## src/assert_macros.svh

```systemverilog
`ifndef ASSERT_MACROS_SVH
`define ASSERT_MACROS_SVH

// Plain invariant, sampled on every rising clock edge outside reset.
`define EHT_ASSERT(lbl, expr) \
  lbl: assert property (@(posedge clk_i) disable iff (!rst_ni) (expr)) \
    else $error("assertion failed");

// Antecedent in one cycle implies consequent in the next.
`define EHT_ASSERT_NEXT(lbl, ante, cons) \
  lbl: assert property (@(posedge clk_i) disable iff (!rst_ni) (ante) |=> (cons)) \
    else $error("assertion failed");

`endif

```

## src/eht_pkg.sv

```systemverilog
package eht_pkg;

  localparam logic [1:0] REQ_INSERT = 2'd0;
  localparam logic [1:0] REQ_LOOKUP = 2'd1;
  localparam logic [1:0] REQ_REMOVE = 2'd2;
  localparam logic [1:0] REQ_NOP    = 2'd3;

  localparam logic [1:0] RSP_OK   = 2'd0;
  localparam logic [1:0] RSP_MISS = 2'd1;
  localparam logic [1:0] RSP_FULL = 2'd2;

  // key byte sum of up to eight bytes fits 11 bits
  localparam int unsigned SUM_W = 11;

  typedef struct packed {
    logic [1:0]  req_type;
    logic [63:0] key;
    logic [31:0] record_handle;
  } eht_req_t;

  typedef struct packed {
    logic [1:0]  status;
    logic [31:0] found_handle;
  } eht_rsp_t;

  typedef struct packed {
    logic [63:0] key;
    logic [31:0] handle;
  } eht_slot_t;

  typedef enum logic [3:0] {
    ST_IDLE,
    ST_DIR_RD,
    ST_BKT,
    ST_SCAN_RD,
    ST_SCAN_CMP,
    ST_INS_CHK,
    ST_DBL_RD,
    ST_DBL_WR,
    ST_SPLIT_B,
    ST_SPLIT_NB,
    ST_REP_RD,
    ST_REP_WR,
    ST_MV_RD,
    ST_MV_WR
  } eht_state_e;

  typedef enum logic [3:0] {
    OP_NONE,
    OP_LATCH,
    OP_DIR_RD,
    OP_BKT,
    OP_SCAN_RD,
    OP_SCAN_CMP,
    OP_INS_CHK,
    OP_DBL_RD,
    OP_DBL_WR,
    OP_SPLIT_B,
    OP_SPLIT_NB,
    OP_REP_RD,
    OP_REP_WR,
    OP_MV_RD,
    OP_MV_WR
  } eht_op_e;

  typedef struct packed {
    eht_op_e    op;
    logic       resp;
    logic [1:0] status;
  } eht_cmd_t;

  typedef struct packed {
    logic [1:0] req_type;
    logic       hit;
    logic       s_last;
    logic       i_last;
    logic       free;
    logic       pool_full;
    logic       ld_ge_gd;
    logic       gd_max;
  } eht_sts_t;

endpackage

```

## src/eht_ctrl.sv

```systemverilog
module eht_ctrl (
  input  logic              clk_i,
  input  logic              rst_ni,
  input  logic              start_i,
  input  eht_pkg::eht_sts_t sts_i,
  output eht_pkg::eht_cmd_t cmd_o,
  output logic              busy_o
);
  import eht_pkg::*;

  eht_state_e state_q, state_d;

  always_ff @(posedge clk_i or negedge rst_ni) begin
    if (!rst_ni) begin
      state_q <= ST_IDLE;
    end else begin
      state_q <= state_d;
    end
  end

  always_comb begin
    state_d = state_q;
    cmd_o   = '{op: OP_NONE, resp: 1'b0, status: RSP_OK};
    case (state_q)
      ST_IDLE: begin
        if (start_i) begin
          cmd_o.op = OP_LATCH;
          state_d  = ST_DIR_RD;
        end
      end
      ST_DIR_RD: begin
        if (sts_i.req_type == REQ_NOP) begin
          cmd_o.resp = 1'b1;
          state_d    = ST_IDLE;
        end else begin
          cmd_o.op = OP_DIR_RD;
          state_d  = ST_BKT;
        end
      end
      ST_BKT: begin
        cmd_o.op = OP_BKT;
        state_d  = (sts_i.req_type == REQ_INSERT) ? ST_INS_CHK : ST_SCAN_RD;
      end
      ST_SCAN_RD: begin
        cmd_o.op = OP_SCAN_RD;
        state_d  = ST_SCAN_CMP;
      end
      ST_SCAN_CMP: begin
        cmd_o.op = OP_SCAN_CMP;
        if (sts_i.hit) begin
          cmd_o.resp = 1'b1;
          state_d    = ST_IDLE;
        end else if (sts_i.s_last) begin
          cmd_o.resp   = 1'b1;
          cmd_o.status = RSP_MISS;
          state_d      = ST_IDLE;
        end else begin
          state_d = ST_SCAN_RD;
        end
      end
      ST_INS_CHK: begin
        cmd_o.op = OP_INS_CHK;
        if (sts_i.free) begin
          cmd_o.resp = 1'b1;
          state_d    = ST_IDLE;
        end else if (sts_i.pool_full || (sts_i.ld_ge_gd && sts_i.gd_max)) begin
          cmd_o.resp   = 1'b1;
          cmd_o.status = RSP_FULL;
          state_d      = ST_IDLE;
        end else if (sts_i.ld_ge_gd) begin
          state_d = ST_DBL_RD;
        end else begin
          state_d = ST_SPLIT_B;
        end
      end
      ST_DBL_RD: begin
        cmd_o.op = OP_DBL_RD;
        state_d  = ST_DBL_WR;
      end
      ST_DBL_WR: begin
        cmd_o.op = OP_DBL_WR;
        state_d  = sts_i.i_last ? ST_SPLIT_B : ST_DBL_RD;
      end
      ST_SPLIT_B: begin
        cmd_o.op = OP_SPLIT_B;
        state_d  = ST_SPLIT_NB;
      end
      ST_SPLIT_NB: begin
        cmd_o.op = OP_SPLIT_NB;
        state_d  = ST_REP_RD;
      end
      ST_REP_RD: begin
        cmd_o.op = OP_REP_RD;
        state_d  = ST_REP_WR;
      end
      ST_REP_WR: begin
        cmd_o.op = OP_REP_WR;
        state_d  = sts_i.i_last ? ST_MV_RD : ST_REP_RD;
      end
      ST_MV_RD: begin
        cmd_o.op = OP_MV_RD;
        state_d  = ST_MV_WR;
      end
      ST_MV_WR: begin
        cmd_o.op = OP_MV_WR;
        state_d  = sts_i.s_last ? ST_DIR_RD : ST_MV_RD;
      end
      default: begin
        state_d = ST_IDLE;
      end
    endcase
  end

  assign busy_o = (state_q != ST_IDLE);

endmodule

```

## config.mk

```make
export PLATFORM = sky130hd
export DESIGN_NAME = eht_ctrl
export DESIGN_NICKNAME = d
export VERILOG_FILES = /design/src/assert_macros.svh /design/src/eht_pkg.sv /design/src/eht_ctrl.sv
export SDC_FILE = /design/constraint.sdc
export NUM_CORES = 1
export LEC_CHECK = 0
export BUFFER_PORTS_ARGS = -buffer_cell sky130_fd_sc_hd__buf_2
export CAP_MARGIN = 20
export CORE_AREA = 2 2 39 41
export DETAILED_ROUTE_END_ITERATION = 8
export DIE_AREA = 0 0 41 43
export HOLD_SLACK_MARGIN = 0.1
export PLACE_DENSITY = 0.66
export SLEW_MARGIN = 0
export SYNTH_ARGS = -nofsm -noshare
export SYNTH_HDL_FRONTEND = slang
export SYNTH_SLANG_ARGS = --single-unit
```

## constraint.sdc

```tcl
create_clock -name clk_i -period 1.3 [get_ports clk_i]
set_input_delay 0.195 -clock clk_i [delete_from_list [all_inputs] [get_ports clk_i]]
set_output_delay 0.195 -clock clk_i [all_outputs]
set_load 0.02 [all_outputs]
```

==> results.txt <==
----------------------------------------------------
[Power and ir drop]
  Pwr/cell area ... 2420 mW/mm^2
  Standby leakage power ... 0.3765 nW
  Internal power ... 0.001155 W
  Switching Power ... 0.0009763 W
  Register share of total power ... 13.6%
  Combinational group share of total power ... 78.6%
  Maximum vdd drop ... 1.236 mV
  Net switching fraction of the power ... 45.81%
  Total Power Consumption ... 0.002131 W
  Clk network pwr share ... 7.8%

[Die]
  Total die area ... 0.001763 sq mm
  Die width ... 41 um
  Site Rows ... 14
  Starting Density ... 37.88%
  Floorplan die height ... 43 um
  Number of I/O pins ... 20
  Area of the core region ... 0.001384 sq mm

[Synth]
  Yosys warns ... 0
  FF+latch count, synth ... 4
  Post-synth net total ... 76
  Post-synth ARST share ... 100.0%
  Mapped Avg Cell Area ... 8.191 sq um
  Top_reg_cell synth ... sky130_fd_sc_hd__dfrtp_1
  Number of standard cells after synthesis ... 64
  Number of distinct library cells after synthesis ... 36
  Number of flops mapped to enable cells by yosys ... 0
  Proportion of synthesized chip area in sequential cells ... 19.09%
  Synthesized area ... 524.3 sq um

[Clocking]
  Number of clock buffers inserted by TritonCTS ... 3
  Number of clock sinks ... 4
  Buffer levels on the longest clock path ... 2
  Root buffer selected by CTS ... sky130_fd_sc_hd__clkbuf_4
  CTS clock-pin slew for the worst setup and hold paths ... 0.04 ns
  Max H-tree Level ... 1
  Clock tree from TritonCTS ... yes
  Clock insertion delay at the later pin of the skew report ... 0.24 ns

[STA]
  Final setup fails ... 10
  Number of max-slew violations in the final report ... 0
  Final worst path period share ... 121.2%
  Final setup skew ... 0.003855 ns
  Worst Setup Slack, final ... -0.2754 ns
  Post-route worst hold slack ... 0.2823 ns
  Unrepaired setup endpoints after global routing ... true
  Slew Limit Headroom ... 77.02%
  Number of endpoints with negative hold slack in the final report ... 0
  Tmin final ... 1.575 ns
  Achievable Freq ... 0.6348 GHz
  Slew of the pin with the lowest slew margin ... 0.3426 ns

[Finish]
  Register ranked first by flip-flop count ... state_q
  Nets@finish ... 115
  Number of flip-flops in the largest register ... 4
  Largest registers ... state_q (4)
  Layout area overhead ... 68.02%
  Share of post-route cells with drive strength above 1 ... 58.42%
  Ant diodes ... 0

[Setup path]
  Crit path required time ... 1.11 ns
  Critical path peak fanout ... 6
  Element type at the critical path end ... output pin
  Startpoint type of the worst setup path ... flop
  Arrival time at the worst endpoint ... 1.38 ns
  Crit Path Class ... reg -> out

[Drt]
  Average detailed-routed wire length per instance ... 14.12 um
  Via count ... 629
  First-pass iteration count of the detailed router ... 3
  Number of nets with antenna violations after routing ... 0
  DRT Wirelength ... 1652 um
  DRC ... 0
  DRC marker count from the first detailed-route iteration ... 14
  Mean number of vias per cell ... 5.376

[Global routing]
  Vias in the first global route ... 589
  Total routing usage reported by global routing ... 22.70%
  Maximum number of pins on one net before global-route repair ... 10
  Total global routing overflow ... 0
  Number of antenna violations at the first check in global routing ... 0
  Global-route wire length before repair ... 2711 um

[Place]
  Worst-case setup slack after placement ... -0.07586 ns
  Post-detailed-placement half-perimeter wirelength ... 1198 um
  Placer Congestion ... 0.8359
  Number of buffers inserted by port buffering ... 19

[Run]
  Maxcap violations ... 0

[Outcome]
  Run status ... finished, violations left
  Violated checks ... setup timing

[Min path]
  Class of the worst hold path ... in -> async

----------------------------------------------------
==> cells in the final DEF, fill, tap and decap left out, drive strengths merged, types with 3 or more instances in the layout <==
cell / synthesis / routed
inv: 3 / 3
buf: 5 / 38
nand2: 4 / 4
clkbuf: 0 / 3
a21oi: 5 / 5
nor4b: 3 / 3
nand3: 3 / 3
nor2: 5 / 5
o21ai: 6 / 6
dfrtp: 4 / 4
==> power groups by stage <==
stage / clock network, W / registers, W / logic [W]
after floorplan: 0 / 0.000239 / 0.000900
after global placement: 0 / 0.000265 / 0.00130
after detailed placement: 0 / 0.000268 / 0.00130
after CTS: 0.000167 / 0.000283 / 0.00153
after global routing: 0.000184 / 0.000302 / 0.00179
final: 0.000166 / 0.000290 / 0.00167
==> routing by layer <==
layer	share of wire [%]	global-route usage [%]	vias to the layer above
li1	-	-	320
met1	41	30.72	293
met2	54	34.38	16
met3	4.8	7.853	0
met4	0	4.000	0
met5	0	0	-
==> Yosys cell counts (all sizes together), types with 2 or more instances <==
library cell  n  share of area [%]
o21ai         6                5.7
nand2b        2                3.8
a211oi        2                2.9
nor3          2                2.9
nor2          5                3.6
a21oi         5                4.8
nor4          2                2.4
inv           3                2.6
nand3         3                2.9
nand2         4                2.9
dfrtp         4                 19
nor2b         2                2.4
and2b         2                3.3
buf           5                 10
nor4b         3                8.6
==> stage by stage <==
stage | setup TNS [ns] | cells | utilization [%] | area (sq um)
after global placement | -0.09602 | 109 | 51.63 | 714.4
final | -1.747 | 117 | 63.65 | 880.8
after global routing | -2.367 | 117 | 63.65 | 880.8
after CTS | -1.504 | 114 | 59.86 | 828.3
after floorplan | -0.09529 | 64 | - | 539.3
after detailed placement | -0.1643 | 109 | 51.63 | 714.4
==> path summary, 6_finish.rpt <==
check,to,slack [ns],start,cells past startpoint
setup / recovery,cmd_o[0],-0.28,state_q[3],4
min in group clk_i,state_q[3],0.30,sts_i[4],3
max in group asynchronous,state_q[2],0.88,rst_ni,2
hold reg to reg,state_q[2],0.74,state_q[2],2
setup reg to reg,state_q[2],-0.06,state_q[1],5
hold / removal,state_q[0],0.28,rst_ni,2
==> worst max-delay path, stage by stage (launching register included) <==
cell	delay, ns
sky130_fd_sc_hd__dfrtp_1	0.39
sky130_fd_sc_hd__and2b_4	0.31
sky130_fd_sc_hd__nand2_4	0.06
sky130_fd_sc_hd__nor4b_4	0.20
sky130_fd_sc_hd__buf_4	0.17
==> cells by family (layout without fill, tap and decap cells) <==
logic type      count (synthesis)  in the layout  synth area share [%]
compound gates                 23             23                 29.83
buf+inv                         8             45                 12.65
flops                           4              4                 19.09
simple gates                   29             29                 38.42
==> cell type report <==
class                   count  area, sq um
repair buffers             39        306.5
fillers                   123        503.0
multi-input cells          52        411.6
clock buffers               3        22.52
inverters                   3        16.27
flip-flops and latches      4        103.9
well taps                  16        20.02
==> what timing repair did <==
action                                  4_1_cts  5_1_grt
hold endpoints to repair                      4        0
gates resized for setup                      24        9
pin swaps                                     6        7
hold buffers                                  1        0
endpoints found under the setup margin        8       11
setup buffers                                 1        3
No activity file was read; power rests on OpenSTA's default activity.
